===== src/rtl/core/array_linked_list_engine_core_defines.svh =====
// Assertion macros shared by the linked list engine modules.
// Each macro expects signals named clock and reset in the calling module.
`ifndef ARRAY_LINKED_LIST_ENGINE_CORE_DEFINES_SVH
`define ARRAY_LINKED_LIST_ENGINE_CORE_DEFINES_SVH

// Condition that must hold at every clock edge outside reset.
`define ALLE_ASSERT_ALWAYS(label, cond, msg) \
   label: assert property (@(posedge clock) disable iff (reset) (cond)) else $error(msg);

// Consequence that must hold in the same cycle as the antecedent.
`define ALLE_ASSERT_SAME(label, ante, cons, msg) \
   label: assert property (@(posedge clock) disable iff (reset) (ante) |-> (cons)) else $error(msg);

// Consequence that must hold in the cycle after the antecedent.
`define ALLE_ASSERT_NEXT(label, ante, cons, msg) \
   label: assert property (@(posedge clock) disable iff (reset) (ante) |=> (cons)) else $error(msg);

`endif


===== src/rtl/core/alle_pkg.sv =====
`timescale 1ns / 1ps

package alle_pkg;

   // Table geometry. Only slots below USED take part in any operation.
   localparam int NODES = 16;
   localparam int DEPTH = 16;
   localparam int USED  = (NODES < DEPTH) ? NODES : DEPTH;

   // Field widths.
   localparam int OP_W   = 3;
   localparam int SLOT_W = 4;
   localparam int KEY_W  = 31;
   localparam int STAT_W = 16;
   localparam int CODE_W = 3;
   localparam int POS_W  = 5;
   localparam int CNT_W  = 5;

   localparam int REQ_DATA_W = 88;
   localparam int RSP_DATA_W = 64;

   localparam logic [CNT_W-1:0] USED_CNT  = CNT_W'(USED);
   localparam logic [CNT_W-1:0] DEPTH_CNT = CNT_W'(DEPTH);

   // Operation codes.
   localparam logic [OP_W-1:0] OP_LOAD   = 3'd0;
   localparam logic [OP_W-1:0] OP_INSERT = 3'd1;
   localparam logic [OP_W-1:0] OP_DELETE = 3'd2;
   localparam logic [OP_W-1:0] OP_SEARCH = 3'd3;
   localparam logic [OP_W-1:0] OP_LIST   = 3'd4;

   // Result codes.
   localparam logic [CODE_W-1:0] RC_DONE   = 3'd0;
   localparam logic [CODE_W-1:0] RC_RECORD = 3'd1;
   localparam logic [CODE_W-1:0] RC_MISS   = 3'd2;
   localparam logic [CODE_W-1:0] RC_LIMIT  = 3'd3;
   localparam logic [CODE_W-1:0] RC_REJECT = 3'd4;

   // Source of the payload loaded into the result register.
   localparam logic [1:0] ES_PLAIN = 2'd0;
   localparam logic [1:0] ES_WALK  = 2'd1;
   localparam logic [1:0] ES_PEND  = 2'd2;
   localparam logic [1:0] ES_INS   = 2'd3;

   typedef struct packed {
      logic [KEY_W-1:0]  key;
      logic [STAT_W-1:0] status;
      logic [SLOT_W-1:0] slot;
      logic [SLOT_W-1:0] link;
      logic [POS_W-1:0]  pos;
   } record_type;

   // Commands from the controller to the datapath.
   typedef struct packed {
      logic              capture;
      logic              load_wr;
      logic              ins_init;
      logic              ins_rd;
      logic              ins_next;
      logic              ins_commit;
      logic              walk_init;
      logic              walk_adv;
      logic              del_commit;
      logic              pend_load;
      logic              pend_clear;
      logic              emit;
      logic [1:0]        emit_sel;
      logic [CODE_W-1:0] emit_code;
      logic              emit_last;
   } cmd_type;

   // Status from the datapath to the controller.
   typedef struct packed {
      logic [OP_W-1:0] op;
      logic            load_bad;
      logic            walk_end;
      logic            cur_zero;
      logic            ins_end;
      logic            walk_hit;
      logic            anchor_hit;
      logic            free_found;
      logic            pend_valid;
      logic            rec_full;
      logic            out_free;
   } stat_type;

endpackage


===== src/rtl/core/alle_dpath.sv =====
`timescale 1ns / 1ps
`include "array_linked_list_engine_core_defines.svh"

module alle_dpath (
   input  logic                                 clock,
   input  logic                                 reset,
   // slot, key, anchor_key, entry_status, link_slot, set_head, zero pad
   input  logic [alle_pkg::REQ_DATA_W-1:0]      req_tdata,
   // operation
   input  logic [alle_pkg::OP_W-1:0]            req_tuser,
   input  alle_pkg::cmd_type                    cmd,
   output alle_pkg::stat_type                   stat,
   output logic                                 rsp_tvalid,
   input  logic                                 rsp_tready,
   // found_key, found_status, found_slot, found_link, position, zero pad
   output logic [alle_pkg::RSP_DATA_W-1:0]      rsp_tdata,
   // code
   output logic [alle_pkg::CODE_W-1:0]          rsp_tuser,
   output logic                                 rsp_tlast
);

   localparam int SLOT_W = alle_pkg::SLOT_W;
   localparam int KEY_W  = alle_pkg::KEY_W;
   localparam int STAT_W = alle_pkg::STAT_W;
   localparam int CNT_W  = alle_pkg::CNT_W;
   localparam int DEPTH  = alle_pkg::DEPTH;

   // Captured input item.
   logic [alle_pkg::OP_W-1:0] op_ff;
   logic [SLOT_W-1:0]         slot_ff;
   logic [KEY_W-1:0]          key_ff;
   logic [KEY_W-1:0]          anchor_ff;
   logic [STAT_W-1:0]         status_ff;
   logic [SLOT_W-1:0]         item_link_ff;
   logic                      set_head_ff;

   // Slot table: keys and status words in memory, links and valid marks in flops.
   logic [KEY_W-1:0]          mem_key  [DEPTH];
   logic [STAT_W-1:0]         mem_stat [DEPTH];
   logic [KEY_W-1:0]          rd_key_ff;
   logic [STAT_W-1:0]         rd_stat_ff;
   logic [SLOT_W-1:0]         link_ff  [DEPTH];
   logic [DEPTH-1:0]          valid_ff;
   logic [SLOT_W-1:0]         head_ff;

   // Walk and scan registers.
   logic [SLOT_W-1:0]         cur_ff, cur_in;
   logic [SLOT_W-1:0]         prev_ff, prev_in;
   logic [CNT_W-1:0]          steps_ff, steps_in;
   logic [CNT_W-1:0]          ins_idx_ff, ins_idx_in;
   logic [CNT_W-1:0]          rec_cnt_ff, rec_cnt_in;
   alle_pkg::record_type      pend_ff, pend_in;
   logic                      pend_valid_ff, pend_valid_in;

   // Result register.
   logic                      rsp_valid_ff, rsp_valid_in;
   logic [alle_pkg::CODE_W-1:0] rsp_code_ff, rsp_code_in;
   alle_pkg::record_type      rsp_rec_ff, rsp_rec_in;
   logic                      rsp_last_ff, rsp_last_in;

   logic [SLOT_W-1:0]         rd_addr;
   logic [SLOT_W-1:0]         ins_slot;
   logic [SLOT_W-1:0]         cur_link;
   logic [SLOT_W-1:0]         cur_next;
   logic                      free_found;
   logic [SLOT_W-1:0]         free_slot;
   logic                      mem_wr;
   logic [SLOT_W-1:0]         mem_wr_addr;
   alle_pkg::record_type      walk_rec;
   alle_pkg::record_type      ins_rec;
   logic                      out_free;

   // Input item capture.
   always_ff @(posedge clock) begin
      if (cmd.capture) begin
         op_ff        <= req_tuser;
         slot_ff      <= req_tdata[3:0];
         key_ff       <= req_tdata[34:4];
         anchor_ff    <= req_tdata[65:35];
         status_ff    <= req_tdata[81:66];
         item_link_ff <= req_tdata[85:82];
         set_head_ff  <= req_tdata[86];
      end
   end

   // Link of the current slot, and the link followed, where an out-of-range link ends the list.
   assign ins_slot = ins_idx_ff[SLOT_W-1:0];
   assign cur_link = link_ff[cur_ff];
   assign cur_next = ({1'b0, cur_link} < alle_pkg::USED_CNT) ? cur_link : '0;

   // Lowest free slot above the anchor slot.
   always_comb begin
      free_found = 1'b0;
      free_slot  = '0;
      for (int j = DEPTH - 1; j >= 1; j--) begin
         if ((CNT_W'(j) > ins_idx_ff) && (j < alle_pkg::USED) && !valid_ff[j]) begin
            free_found = 1'b1;
            free_slot  = SLOT_W'(j);
         end
      end
   end

   // Memory port: one write, one registered read.
   assign rd_addr     = cmd.ins_rd ? ins_slot : cur_ff;
   assign mem_wr      = cmd.load_wr | cmd.ins_commit;
   assign mem_wr_addr = cmd.load_wr ? slot_ff : free_slot;

   always_ff @(posedge clock) begin
      if (mem_wr) begin
         mem_key[mem_wr_addr]  <= key_ff;
         mem_stat[mem_wr_addr] <= status_ff;
      end
      rd_key_ff  <= mem_key[rd_addr];
      rd_stat_ff <= mem_stat[rd_addr];
   end

   // Links, valid marks and head. A later write in this block wins, so a
   // deleted slot always ends with a cleared link.
   always_ff @(posedge clock) begin
      if (reset) begin
         for (int i = 0; i < DEPTH; i++) begin
            link_ff[i] <= '0;
         end
         valid_ff <= '0;
         head_ff  <= '0;
      end else begin
         if (cmd.load_wr) begin
            link_ff[slot_ff]  <= item_link_ff;
            valid_ff[slot_ff] <= 1'b1;
            if (set_head_ff) begin
               head_ff <= slot_ff;
            end
         end
         if (cmd.ins_commit) begin
            link_ff[free_slot]  <= link_ff[ins_slot];
            link_ff[ins_slot]   <= free_slot;
            valid_ff[free_slot] <= 1'b1;
         end
         if (cmd.del_commit) begin
            if (prev_ff == '0) begin
               head_ff <= cur_next;
            end else begin
               link_ff[prev_ff] <= cur_link;
            end
            valid_ff[cur_ff] <= 1'b0;
            link_ff[cur_ff]  <= '0;
         end
      end
   end

   // Records that can be reported.
   always_comb begin
      walk_rec.key    = rd_key_ff;
      walk_rec.status = rd_stat_ff;
      walk_rec.slot   = cur_ff;
      walk_rec.link   = cur_link;
      walk_rec.pos    = steps_ff + CNT_W'(1);
      ins_rec.key     = key_ff;
      ins_rec.status  = status_ff;
      ins_rec.slot    = free_slot;
      ins_rec.link    = link_ff[ins_slot];
      ins_rec.pos     = '0;
   end

   // Walk, scan and pending-record next values.
   always_comb begin
      cur_in        = cur_ff;
      prev_in       = prev_ff;
      steps_in      = steps_ff;
      ins_idx_in    = ins_idx_ff;
      rec_cnt_in    = rec_cnt_ff;
      pend_in       = pend_ff;
      pend_valid_in = pend_valid_ff;
      if (cmd.walk_init) begin
         cur_in        = head_ff;
         prev_in       = '0;
         steps_in      = '0;
         rec_cnt_in    = '0;
         pend_valid_in = 1'b0;
      end
      if (cmd.walk_adv) begin
         prev_in  = cur_ff;
         cur_in   = cur_next;
         steps_in = steps_ff + CNT_W'(1);
      end
      if (cmd.pend_load) begin
         pend_in       = walk_rec;
         pend_valid_in = 1'b1;
         rec_cnt_in    = rec_cnt_ff + CNT_W'(1);
      end
      if (cmd.pend_clear) begin
         pend_valid_in = 1'b0;
      end
      if (cmd.ins_init) begin
         ins_idx_in = CNT_W'(1);
      end
      if (cmd.ins_next) begin
         ins_idx_in = ins_idx_ff + CNT_W'(1);
      end
   end

   always_ff @(posedge clock) begin
      if (reset) begin
         pend_valid_ff <= 1'b0;
      end else begin
         pend_valid_ff <= pend_valid_in;
      end
      cur_ff     <= cur_in;
      prev_ff    <= prev_in;
      steps_ff   <= steps_in;
      ins_idx_ff <= ins_idx_in;
      rec_cnt_ff <= rec_cnt_in;
      pend_ff    <= pend_in;
   end

   // Result register: loaded on emit, emptied when the transaction completes.
   assign out_free = !rsp_valid_ff || rsp_tready;

   always_comb begin
      rsp_valid_in = rsp_valid_ff && !rsp_tready;
      rsp_code_in  = rsp_code_ff;
      rsp_rec_in   = rsp_rec_ff;
      rsp_last_in  = rsp_last_ff;
      if (cmd.emit) begin
         rsp_valid_in = 1'b1;
         rsp_code_in  = cmd.emit_code;
         rsp_last_in  = cmd.emit_last;
         case (cmd.emit_sel)
            alle_pkg::ES_PLAIN: rsp_rec_in = '0;
            alle_pkg::ES_WALK:  rsp_rec_in = walk_rec;
            alle_pkg::ES_PEND:  rsp_rec_in = pend_ff;
            alle_pkg::ES_INS:   rsp_rec_in = ins_rec;
            default:            rsp_rec_in = '0;
         endcase
      end
   end

   always_ff @(posedge clock) begin
      if (reset) begin
         rsp_valid_ff <= 1'b0;
      end else begin
         rsp_valid_ff <= rsp_valid_in;
      end
      rsp_code_ff <= rsp_code_in;
      rsp_rec_ff  <= rsp_rec_in;
      rsp_last_ff <= rsp_last_in;
   end

   assign rsp_tvalid = rsp_valid_ff;
   assign rsp_tuser  = rsp_code_ff;
   assign rsp_tlast  = rsp_last_ff;
   assign rsp_tdata  = {4'b0000, rsp_rec_ff.pos, rsp_rec_ff.link, rsp_rec_ff.slot,
                        rsp_rec_ff.status, rsp_rec_ff.key};

   // Status towards the controller.
   always_comb begin
      stat.op         = op_ff;
      stat.load_bad   = (slot_ff == '0) || ({1'b0, slot_ff} >= alle_pkg::USED_CNT);
      stat.cur_zero   = (cur_ff == '0);
      stat.walk_end   = (cur_ff == '0) || (steps_ff == alle_pkg::USED_CNT);
      stat.ins_end    = (ins_idx_ff >= alle_pkg::USED_CNT);
      stat.walk_hit   = valid_ff[cur_ff] &&
                        ((op_ff == alle_pkg::OP_LIST) || (rd_key_ff == key_ff));
      stat.anchor_hit = valid_ff[ins_slot] && (rd_key_ff == anchor_ff);
      stat.free_found = free_found;
      stat.pend_valid = pend_valid_ff;
      stat.rec_full   = (rec_cnt_ff == alle_pkg::DEPTH_CNT);
      stat.out_free   = out_free;
   end

   // The null slot can never hold an entry, the head never points outside the
   // used slots, and a result is never loaded over one still waiting.
   `ALLE_ASSERT_ALWAYS(a_null_slot_free, !valid_ff[0], "slot 0 marked valid")
   `ALLE_ASSERT_ALWAYS(a_head_in_range, {1'b0, head_ff} < alle_pkg::USED_CNT, "head out of range")
   `ALLE_ASSERT_SAME(a_emit_free, cmd.emit, out_free, "result overwritten")

endmodule


===== src/rtl/core/alle_ctrl.sv =====
`timescale 1ns / 1ps
`include "array_linked_list_engine_core_defines.svh"

module alle_ctrl (
   input  logic                clock,
   input  logic                reset,
   input  logic                req_tvalid,
   output logic                req_tready,
   input  alle_pkg::stat_type  stat,
   output alle_pkg::cmd_type   cmd
);

   localparam logic [2:0] ST_IDLE     = 3'd0;
   localparam logic [2:0] ST_DISPATCH = 3'd1;
   localparam logic [2:0] ST_INS_RD   = 3'd2;
   localparam logic [2:0] ST_INS_CMP  = 3'd3;
   localparam logic [2:0] ST_WALK_RD  = 3'd4;
   localparam logic [2:0] ST_WALK_CMP = 3'd5;
   localparam logic [2:0] ST_WALK_END = 3'd6;
   localparam logic [2:0] ST_LIMIT    = 3'd7;

   logic [2:0] state_ff, state_in;

   assign req_tready = (state_ff == ST_IDLE);

   // Sequencer: one operation at a time, each walk step is a read then a compare.
   always_comb begin
      state_in = state_ff;
      cmd      = '0;
      case (state_ff)
         ST_IDLE: begin
            if (req_tvalid) begin
               cmd.capture = 1'b1;
               state_in    = ST_DISPATCH;
            end
         end
         ST_DISPATCH: begin
            case (stat.op)
               alle_pkg::OP_LOAD: begin
                  if (stat.out_free) begin
                     cmd.emit      = 1'b1;
                     cmd.emit_sel  = alle_pkg::ES_PLAIN;
                     cmd.emit_code = stat.load_bad ? alle_pkg::RC_REJECT : alle_pkg::RC_DONE;
                     cmd.emit_last = 1'b1;
                     cmd.load_wr   = !stat.load_bad;
                     state_in      = ST_IDLE;
                  end
               end
               alle_pkg::OP_INSERT: begin
                  cmd.ins_init = 1'b1;
                  state_in     = ST_INS_RD;
               end
               alle_pkg::OP_DELETE, alle_pkg::OP_SEARCH, alle_pkg::OP_LIST: begin
                  cmd.walk_init = 1'b1;
                  state_in      = ST_WALK_RD;
               end
               default: begin
                  if (stat.out_free) begin
                     cmd.emit      = 1'b1;
                     cmd.emit_sel  = alle_pkg::ES_PLAIN;
                     cmd.emit_code = alle_pkg::RC_REJECT;
                     cmd.emit_last = 1'b1;
                     state_in      = ST_IDLE;
                  end
               end
            endcase
         end
         ST_INS_RD: begin
            if (stat.ins_end) begin
               if (stat.out_free) begin
                  cmd.emit      = 1'b1;
                  cmd.emit_sel  = alle_pkg::ES_PLAIN;
                  cmd.emit_code = alle_pkg::RC_MISS;
                  cmd.emit_last = 1'b1;
                  state_in      = ST_IDLE;
               end
            end else begin
               cmd.ins_rd = 1'b1;
               state_in   = ST_INS_CMP;
            end
         end
         ST_INS_CMP: begin
            // The first anchor decides: no free slot above it means none above later ones.
            if (stat.anchor_hit) begin
               if (stat.out_free) begin
                  cmd.emit      = 1'b1;
                  cmd.emit_last = 1'b1;
                  if (stat.free_found) begin
                     cmd.ins_commit = 1'b1;
                     cmd.emit_sel   = alle_pkg::ES_INS;
                     cmd.emit_code  = alle_pkg::RC_DONE;
                  end else begin
                     cmd.emit_sel   = alle_pkg::ES_PLAIN;
                     cmd.emit_code  = alle_pkg::RC_MISS;
                  end
                  state_in = ST_IDLE;
               end
            end else begin
               cmd.ins_next = 1'b1;
               state_in     = ST_INS_RD;
            end
         end
         ST_WALK_RD: begin
            state_in = stat.walk_end ? ST_WALK_END : ST_WALK_CMP;
         end
         ST_WALK_CMP: begin
            if (stat.walk_hit && (stat.op == alle_pkg::OP_DELETE)) begin
               if (stat.out_free) begin
                  cmd.emit       = 1'b1;
                  cmd.emit_sel   = alle_pkg::ES_WALK;
                  cmd.emit_code  = alle_pkg::RC_DONE;
                  cmd.emit_last  = 1'b1;
                  cmd.del_commit = 1'b1;
                  state_in       = ST_IDLE;
               end
            end else if (stat.walk_hit) begin
               // A record is held back one match so that the final one can carry last.
               if (!stat.pend_valid) begin
                  cmd.pend_load = 1'b1;
                  cmd.walk_adv  = 1'b1;
                  state_in      = ST_WALK_RD;
               end else if (stat.out_free) begin
                  cmd.emit      = 1'b1;
                  cmd.emit_sel  = alle_pkg::ES_PEND;
                  cmd.emit_code = alle_pkg::RC_RECORD;
                  cmd.pend_load = 1'b1;
                  cmd.walk_adv  = 1'b1;
                  state_in      = ST_WALK_RD;
               end
            end else begin
               cmd.walk_adv = 1'b1;
               state_in     = ST_WALK_RD;
            end
         end
         ST_WALK_END: begin
            if (stat.out_free) begin
               cmd.emit      = 1'b1;
               cmd.emit_sel  = alle_pkg::ES_PLAIN;
               cmd.emit_last = 1'b1;
               state_in      = ST_IDLE;
               if (stat.op == alle_pkg::OP_DELETE) begin
                  cmd.emit_code = stat.cur_zero ? alle_pkg::RC_MISS : alle_pkg::RC_LIMIT;
               end else if (!stat.cur_zero) begin
                  // Walk limit: a full record set loses its last record to the limit code.
                  if (stat.pend_valid && !stat.rec_full) begin
                     cmd.emit_sel   = alle_pkg::ES_PEND;
                     cmd.emit_code  = alle_pkg::RC_RECORD;
                     cmd.emit_last  = 1'b0;
                     cmd.pend_clear = 1'b1;
                     state_in       = ST_LIMIT;
                  end else begin
                     cmd.emit_code  = alle_pkg::RC_LIMIT;
                  end
               end else if (stat.pend_valid) begin
                  cmd.emit_sel  = alle_pkg::ES_PEND;
                  cmd.emit_code = alle_pkg::RC_RECORD;
               end else begin
                  cmd.emit_code = (stat.op == alle_pkg::OP_LIST) ? alle_pkg::RC_DONE
                                                                  : alle_pkg::RC_MISS;
               end
            end
         end
         ST_LIMIT: begin
            if (stat.out_free) begin
               cmd.emit      = 1'b1;
               cmd.emit_sel  = alle_pkg::ES_PLAIN;
               cmd.emit_code = alle_pkg::RC_LIMIT;
               cmd.emit_last = 1'b1;
               state_in      = ST_IDLE;
            end
         end
         default: begin
            state_in = ST_IDLE;
         end
      endcase
   end

   always_ff @(posedge clock) begin
      if (reset) begin
         state_ff <= ST_IDLE;
      end else begin
         state_ff <= state_in;
      end
   end

   // The final result of an item always hands control back for the next item.
   `ALLE_ASSERT_NEXT(a_last_to_idle, cmd.emit && cmd.emit_last, state_ff == ST_IDLE, "last without idle")

endmodule


===== src/rtl/core/array_linked_list_engine_core.sv =====
// Array-based singly linked list engine over a table of 16 slots.
// Request channel (req_): one transaction carries one operation in req_tuser
// (load, insert after anchor, delete, search, list) and its operands in req_tdata.
// Response channel (rsp_): one or more transactions per request; rsp_tuser holds
// the result code, rsp_tdata the reported entry and its position, and rsp_tlast
// marks the final response of the request.
// Requests are handled one at a time: req_tready is high only while the engine
// is idle. Load and rejected operations are answered from the dispatch step.
// Delete, search and list walk the list one link at a time, each step a key
// memory read then a compare, following up to 16 links. Insert scans the slots
// for the anchor in the same way, read then compare, over at most 15 slots.
// Both loops go through the single key memory read port.
// Reset clears every valid mark, every link and the head at once; the engine
// accepts a request in the first cycle after reset.
// A stalled response channel holds the engine at any step that emits a result;
// the result register keeps its transaction stable until rsp_tready is seen.
`timescale 1ns / 1ps

module array_linked_list_engine_core (
   input  logic                                 clock,
   input  logic                                 reset,
   input  logic                                 req_tvalid,
   output logic                                 req_tready,
   // slot, key, anchor_key, entry_status, link_slot, set_head, zero pad
   input  logic [alle_pkg::REQ_DATA_W-1:0]      req_tdata,
   // operation
   input  logic [alle_pkg::OP_W-1:0]            req_tuser,
   output logic                                 rsp_tvalid,
   input  logic                                 rsp_tready,
   // found_key, found_status, found_slot, found_link, position, zero pad
   output logic [alle_pkg::RSP_DATA_W-1:0]      rsp_tdata,
   // code
   output logic [alle_pkg::CODE_W-1:0]          rsp_tuser,
   output logic                                 rsp_tlast
);

   alle_pkg::cmd_type  cmd;
   alle_pkg::stat_type stat;

   // Operation sequencer.
   alle_ctrl u_ctrl (
      .clock      (clock),
      .reset      (reset),
      .req_tvalid (req_tvalid),
      .req_tready (req_tready),
      .stat       (stat),
      .cmd        (cmd)
   );

   // Slot table, walk registers and result register.
   alle_dpath u_dpath (
      .clock      (clock),
      .reset      (reset),
      .req_tdata  (req_tdata),
      .req_tuser  (req_tuser),
      .cmd        (cmd),
      .stat       (stat),
      .rsp_tvalid (rsp_tvalid),
      .rsp_tready (rsp_tready),
      .rsp_tdata  (rsp_tdata),
      .rsp_tuser  (rsp_tuser),
      .rsp_tlast  (rsp_tlast)
   );

endmodule

===== config.mk =====
export PLATFORM = sky130hd
export DESIGN_NAME = array_linked_list_engine_core
export DESIGN_NICKNAME = d
export VERILOG_FILES = /design/src/rtl/core/alle_pkg.sv /design/src/rtl/core/alle_dpath.sv /design/src/rtl/core/alle_ctrl.sv /design/src/rtl/core/array_linked_list_engine_core.sv
export VERILOG_INCLUDE_DIRS = /design/src /design/src/rtl/core
export SDC_FILE = /design/constraint.sdc
export NUM_CORES = 1
export LEC_CHECK = 0
export BUFFER_PORTS_ARGS = -buffer_cell sky130_fd_sc_hd__buf_4
export CORE_ASPECT_RATIO = 1.25
export CORE_MARGIN = 8
export CORE_UTILIZATION = 43
export CTS_CLUSTER_DIAMETER = 40
export DETAILED_ROUTE_END_ITERATION = 10
export PLACE_DENSITY = 0.61
export SYNTH_ARGS = -nofsm -noshare
export SYNTH_HDL_FRONTEND = slang
export SYNTH_SLANG_ARGS = --single-unit

===== constraint.sdc =====
create_clock -name clock -period 5.3 [get_ports clock]
set_input_delay 1.06 -clock clock [delete_from_list [all_inputs] [get_ports clock]]
set_output_delay 1.06 -clock clock [all_outputs]
set_load 0.005 [all_outputs]

# Word-level counts from Yosys, hierarchy flattened
# Memory sizes are Yosys's and may differ from the RTL's. A register that Yosys moved wholly into a read port is not among the register bits.
# Cells that the tools add are included.
[word_totals] regBits=262 mem_bits_rw=816 input_bits=95 out_inout_bits=70 wordCells=317 memories=3
[mem_list] name="u_dpath.mem_key" words=16 width=31 rd=1 rd_clocked_by_memory_dff=1 write_ports=1 line_no="alle_dpath.sv:38" rtl="logic [KEY_W-1:0] mem_key [DEPTH];"
[mem_list] name="u_dpath.mem_stat" words=16 width=16 rd=1 rd_clocked_by_memory_dff=1 write_ports=1 line_no="alle_dpath.sv:39" rtl="logic [STAT_W-1:0] mem_stat [DEPTH];"
[mem_list] name="u_dpath.link_ff" words=16 width=4 rd=2 rd_clocked_by_memory_dff=2 write_ports=16 line_no="alle_dpath.sv:42" rtl="logic [SLOT_W-1:0] link_ff [DEPTH];"
[classes] n_addsub=3 n_lt_le_gt_ge=23 n_eq_ne=21 mux=170 n_bitwise=5 reduce_logical=63
[op_table] operator="one-hot mux 60 bit (4 select lines)" count=1
[op_table] operator="2-to-1 mux 4 bit" count=37
[op_table] operator="2-to-1 mux 16 bit" count=5
[op_table] operator="2-to-1 mux 1 bit" count=74
[op_table] operator="== test 31 bit" count=2
[op_table] operator="2-to-1 mux 7 bit" count=8
[op_table] operator="2-to-1 mux 3 bit" count=16
[op_table] operator="one-hot mux 7 bit (6 select lines)" count=1
[op_table] operator="greater-than comparator 4 x 5 -> 1 bit, first input constant" count=8
[op_table] operator="2-to-1 mux 5 bit" count=7
[op_table] operator="OR 16 bit" count=2
[op_table] operator="2-to-1 mux 6 bit" count=4
[op_table] operator="one-hot mux 3 bit (8 select lines)" count=1
[op_table] operator="OR reduction 4 bit" count=6
[op_table] operator="logical AND 1 bit" count=23
[op_table] operator="greater-than comparator 3 x 5 -> 1 bit, first input constant" count=4
[op_table] operator="< comparator 4 x 5 -> 1 bit, second input constant" count=4
[op_table] operator="logical NOT 1 bit" count=19
[op_table] operator="AND 16 bit" count=1
[op_table] operator="2-to-1 mux 2 bit" count=8
[op_table] operator="inverter 16 bit" count=1
[op_table] operator="adder 5 x 1 -> 5 bit, second input constant" count=3
[op_table] operator="== test 3 bit, second input constant" count=5
[op_table] operator="one-hot mux 7 bit (2 select lines)" count=1
[op_table] operator="25 further kinds" count=44

# Depth between registers and ports, before layout
[logic_depth] word_depth=27 mapped_depth=16 depth_no_buf=12

# Modules after synthesis
# A second synthesis with hierarchy kept.
[hier_totals] hier_cells=2948 area_unflattened_um2=47774.6
[modules_own_cells] mod="alle_dpath" n_inst=1 cells_each=2845 area_per_inst_um2=47085.2 seq_area_each_um2=32521.2
[modules_own_cells] mod="alle_ctrl" n_inst=1 cells_each=103 area_per_inst_um2=689.4 seq_area_each_um2=60.1

# Least setup slack after synthesis
# Ideal clock, no wire load.
[synth_path] path_kind="register to register" from="register u_dpath.ins_idx_ff[1]" to="memory u_dpath.mem_key[13][0] (enable)" setup_ns=0.452 arrival_ns=4.852 t_required_ns=4.848 path_slack_ns=-0.003 path_stages_with_launch=15 path_buffers=3 period_less_slack_ns=5.303 path_cell_list="edfxtp_1 -> buf_4 -> buf_2 -> inv_1 -> ha_1 -> a31o_2 -> a221o_1 -> nand2_1 -> nor3b_4 -> nor4_2 -> clkbuf_1 -> nand2_1 -> nand2_1 -> nand2_1 -> nor2_1"
[synth_between] elab_chain_cells=24 elab_cells_between_ends=71 classes_between="order compare (15); mux (39); bitwise (1); reduce/logical (16)"
[synth_rtl] element="from (decl)" line_no="alle_dpath.sv:50" rtl="logic [CNT_W-1:0] ins_idx_ff, ins_idx_in;"
[synth_rtl] element="from (signal assigned)" line_no="alle_dpath.sv:211" rtl="ins_idx_ff <= ins_idx_in;"
[synth_rtl] element="greater-than comparator 4 x 5 -> 1 bit" line_no="alle_dpath.sv:96" rtl="if ((CNT_W'(j) > ins_idx_ff) && (j < alle_pkg::USED) && !valid_ff[j]) begin"
[synth_rtl] element="logical AND 1 bit" line_no="alle_dpath.sv:96"
[synth_rtl] element="2-to-1 mux 1 bit (15 in a row)" line_no="alle_dpath.sv:96"
[synth_rtl] element="2-to-1 mux 1 bit" line_no="alle_ctrl.sv:88" rtl="if (stat.free_found) begin"
[synth_rtl] element="2-to-1 mux 1 bit" line_no="alle_ctrl.sv:85" rtl="if (stat.out_free) begin"
[synth_rtl] element="2-to-1 mux 1 bit" line_no="alle_ctrl.sv:84" rtl="if (stat.anchor_hit) begin"
[synth_rtl] element="2-to-1 mux 2 bit" line_no="alle_ctrl.sv:30" rtl="case (state_ff)"
[synth_rtl] element="OR 1 bit" line_no="alle_dpath.sv:105" rtl="assign mem_wr = cmd.load_wr | cmd.ins_commit;"
[synth_rtl] element="2-to-1 mux 1 bit" line_no="alle_dpath.sv:109" rtl="if (mem_wr) begin"
[synth_rtl] element="2-to-1 mux 1 bit (implied by the code)" line_no="alle_dpath.sv:110" rtl="mem_key[mem_wr_addr] <= key_ff;"
[synth_rtl] element="to (decl)" line_no="alle_dpath.sv:38"
# Several ways; a longest one is shown, not always the timed one. The select of a mux whose other input is x is not followed.

# Worst setup path in the final report
[layout_path] from="register u_dpath.rd_key_ff[28], read port of u_dpath.mem_key" to="memory u_dpath.mem_key[11][18] (enable)"
[layout_between] elab_chain_cells=7
[layout_rtl] element="from (decl)" line_no="alle_dpath.sv:40" rtl="logic [KEY_W-1:0] rd_key_ff;"
[layout_rtl] element="== test 31 bit" line_no="alle_dpath.sv:264" rtl="stat.anchor_hit = valid_ff[ins_slot] && (rd_key_ff == anchor_ff);"
[layout_rtl] element="logical AND 1 bit" line_no="alle_dpath.sv:264"
[layout_rtl] element="2-to-1 mux 1 bit" line_no="alle_ctrl.sv:84"
[layout_rtl] element="2-to-1 mux 2 bit" line_no="alle_ctrl.sv:30"
[layout_rtl] element="OR 1 bit" line_no="alle_dpath.sv:105"
[layout_rtl] element="2-to-1 mux 1 bit" line_no="alle_dpath.sv:109"
[layout_rtl] element="2-to-1 mux 1 bit (implied by the code)" line_no="alle_dpath.sv:110"
# No other way between the ends.

==> impl_metrics.py <==
metrics = {
    "outcome": {
        "outcome": "complete, no violations",
    },
    "worst_setup_path": {
        "rr_startpoint": "u_dpath.rd_key_ff[28]",
        "cp_slowest_cell": "nor4_4",
        "crit_buf_inv": 2,
        "endpoint_kind": "register",
        "path_cells": "xnor2_1, nand4_1, nor4_1, buf_4, nand3b_1, nor4_4, nand2b_1, a21boi_0, nand2_1, nor2_4, buf_12",
        "start_kind": "register",
        "path_delay_family": "simple AND/OR/NAND/NOR gates",
        "rrSetupSlack_ns": 0.86,
        "path_class": "register to register",
        "required_ns": 5.73,
        "max_stage_delay_ns": 0.61,
        "worst_ep_arrival_time_ns": 4.87,
        "reg2regPathDepth": 11,
        "path_max_fanout": 11,
        "r2r_end": "u_dpath.mem_key[11][18]",
    },
    "yosys": {
        "ys_ff_latch": 1133,
        "ys_seq_area_share_pct": 72.27,
        "syn-mean-instance-area_um2": 17.13,
        "synth_edf_count": 1053,
        "synthDistinctLibCells": 80,
        "netlist_instances": 2683,
        "yosysWarnings": 0,
        "synth_flop_cell": "edfxtp_1",
        "async_reset_ff_share_pct": 0,
        "syn-cell-area_um2": 45970,
    },
    "die": {
        "ios": 165,
        "core_area_um2": 106500,
        "dieArea_um2": 117700,
        "die_w_um": 308.5,
        "initial_core_util_pct": 43.18,
        "rows": 134,
        "die_h_um": 381.6,
    },
    "route": {
        "drtIter0Drc": 2345,
        "drt_wl_total_um": 125600,
        "vias": 26360,
        "dr.pass1.iters": 7,
        "viasPerCell": 5.810,
        "final_antenna_net_count": 0,
        "wl_per_cell_um": 27.69,
        "drc": 0,
    },
    "layout": {
        "finish.utilization_pct": 51.38,
        "layout_commonest_cell": "edfxtp_1",
        "final_cell_mix": "1053 x edfxtp_1, 321 x nand2_1, 232 x mux4_2",
        "drive_gt1_share_pct": 25.39,
        "syn_to_final_growth_pct": 18.98,
        "fin_cells": 4537,
        "fill_cells": 8640,
        "num-nets-final": 3099,
    },
    "run": {
        "maxCapViolations": 0,
    },
    "power": {
        "power.leakage_uw": 0.01823,
        "vdd_drop_max_v": 0.0003694,
        "power.density_nw_per_um2": 389.4,
    },
    "global_routing": {
        "grt.total_usage_pct": 21.11,
        "grt_pass1_vias": 27240,
        "grt_pass1_wl_um": 182900,
        "antenna_found_initial": 4,
        "grt_overflow": 0,
        "grt_max_degree": 104,
    },
    "clock_network": {
        "path_clk_slew_ns": 0.06,
        "cts_tree": "yes",
        "post_cts_buffers": 0,
        "hold_buffers": 0,
        "clk_path_buf_depth": 3,
        "clock_latency_ns": 0.74,
        "h-tree-depth": 4,
        "clock-root-buffer": "clkbuf_16",
        "cts_resized": 0,
        "cts_sinks": 1133,
        "cts_inserted_buffers": 135,
    },
    "hold_path": {
        "hold_end": "u_dpath.pend_ff[22]",
        "holdCritStartpoint": "u_dpath.rd_stat_ff[9]",
        "hold-path-cell-count": 0,
        "hp-class": "register to register",
    },
    "sta": {
        "post-route-period-util_pct": 83.75,
        "skew_ns": 0.03864,
        "hold_viol": 0,
        "setup_viol": 0,
        "period_needed_ns": 4.439,
        "rsz0062_at_grt": "false",
        "fmax_mhz": 225.3,
        "worst_pin_slew_ns": 1.161,
        "slew_viol_final": 0,
        "setup_tns_ns": 0,
        "relSlewSlack_pct": 22.48,
    },
    "placed_design": {
        "gp_congestion": 0.9354,
        "hpwl_um": 76290,
        "dp.cells": 4288,
        "portBuffers": 159,
    },
}
[Yosys cell counts, drive strengths merged, types with 5 or more instances]
cell | count | area share (%)
nor2 | 96 | 0.78
edfxtp | 1053 | 69
o21ai | 46 | 0.50
and3 | 9 | 0.12
o32ai | 6 | 0.11
a21oi | 40 | 0.45
a221oi | 5 | 0.095
and2 | 62 | 0.84
nand2 | 323 | 2.6
o22ai | 22 | 0.30
a21boi | 5 | 0.082
nand4 | 26 | 0.35
a22oi | 57 | 0.93
dfxtp | 80 | 3.5
nor3b | 5 | 0.13
buf | 45 | 0.54
mux2i | 21 | 0.46
a211oi | 69 | 1.1
nor2b | 15 | 0.20
o21a | 5 | 0.082
nor3 | 24 | 0.29
xor2 | 6 | 0.11
xnor2 | 65 | 1.2
mux4 | 232 | 11
o211ai | 8 | 0.14
mux2 | 12 | 0.30
nand2b | 12 | 0.16
a211o | 6 | 0.11
nand3 | 42 | 0.46
ha | 7 | 0.19
a31o | 5 | 0.095
a21o | 13 | 0.23
or3 | 9 | 0.12
o31ai | 16 | 0.26
clkbuf | 99 | 0.81
inv | 24 | 0.20
a31oi | 55 | 0.75
nor4 | 13 | 0.22
[worst max-delay path by stage]
stage                           from                 endpoint  slack, ns  depth (start not counted)
3_5_place_dp              rsp_tready   u_dpath.mem_key[11][5]       0.86                          9
4_1_cts        u_dpath.ins_idx_ff[2]  u_dpath.mem_key[10][18]       0.89                         11
6_report       u_dpath.rd_key_ff[28]  u_dpath.mem_key[11][18]       0.86                         11
2_1_floorplan  u_dpath.ins_idx_ff[1]   u_dpath.mem_key[13][0]     -0.003                         14
3_3_place_gp              rsp_tready   u_dpath.mem_key[10][5]       0.87                          9
5_1_grt        u_dpath.ins_idx_ff[2]    u_dpath.link_ff[6][0]       0.54                         10
[state kept, by name, summed over array words and instances, names as in the netlist, 16 cells and up, named ones only]
signal,flops
u_dpath.key_ff,31
u_dpath.anchor_ff,31
u_dpath.rd_key_ff,31
u_dpath.link_ff,64
u_dpath.mem_key,496
u_dpath.status_ff,16
u_dpath.rd_stat_ff,16
u_dpath.pend_ff,60
u_dpath.valid_ff,16
u_dpath.mem_stat,256
u_dpath.rsp_tdata,60
[routing by layer]
layer | share of wire (%) | vias to the layer above | track usage, %
met2 | 50 | 1114 | 34.98
met4 | 3.0 | 0 | 7.282
met1 | 41 | 13690 | 28.11
li1 | - | 11340 | -
met3 | 6.3 | 222 | 3.701
met5 | 0 | - | 0
[through the flow]
stage	total power [uW]	cell area (um2)	hold WS (ns)	setup slack, ns
3_3_place_gp	12150	50140	0.4147	0.8674
4_1_cts	21460	54690	0.4316	0.8876
3_5_place_dp	12190	50140	0.4170	0.8616
2_1_floorplan	11460	46160	0.4087	-0.003244
6_report	21300	54700	0.4342	0.8611
5_1_grt	21910	54690	0.4421	0.5388
[power by group]
| group | switching (uW) | internal, uW |
|---|---|---|
| Clock | 3760 | 5550 |
| Combinational | 801 | 623 |
| Sequential | 395 | 10200 |
| Total | 4950 | 16300 |
[worst register-to-register path: cells and delay by family (launching register included)]
family,cells,cell delay [ns]
buf+inv,2,0.44
compound gates,1,0.33
flops,1,0.55
simple gates,7,2.57
xor+xnor,1,0.24
[final cells by class]
| class | instances | area (um2) | share of cell area, % |
|---|---|---|---|
| diodes | 2 | 5.005 | 0.009150 |
| clock buffers | 158 | 3581 | 6.547 |
| clock inverters | 89 | 967.2 | 1.768 |
| inverters | 24 | 91.34 | 0.1670 |
| multi-input cells | 1432 | 12430 | 22.73 |
| flip-flops and latches | 1133 | 33220 | 60.74 |
| well taps | 1428 | 1787 | 3.267 |
| repair buffers | 271 | 2610 | 4.772 |
[cell families (layout without fill, tap and decap cells)]
| kind of cell | count (synthesis) | after routing | synth area share [%] |
|---|---|---|---|
| AO/OA/AOI/OAI | 387 | 387 | 5.920 |
| buffers and inverters | 168 | 542 | 1.543 |
| multiplexers | 265 | 265 | 12.13 |
| adder cells (fa/ha/maj) | 7 | 7 | 0.1905 |
| flip-flops | 1133 | 1133 | 72.27 |
| other | 1 | 53 | 0.008157 |
| XOR/XNOR | 71 | 71 | 1.353 |
| AND/OR/NAND/NOR | 651 | 651 | 6.595 |
Power figures use the tool's default switching activity.
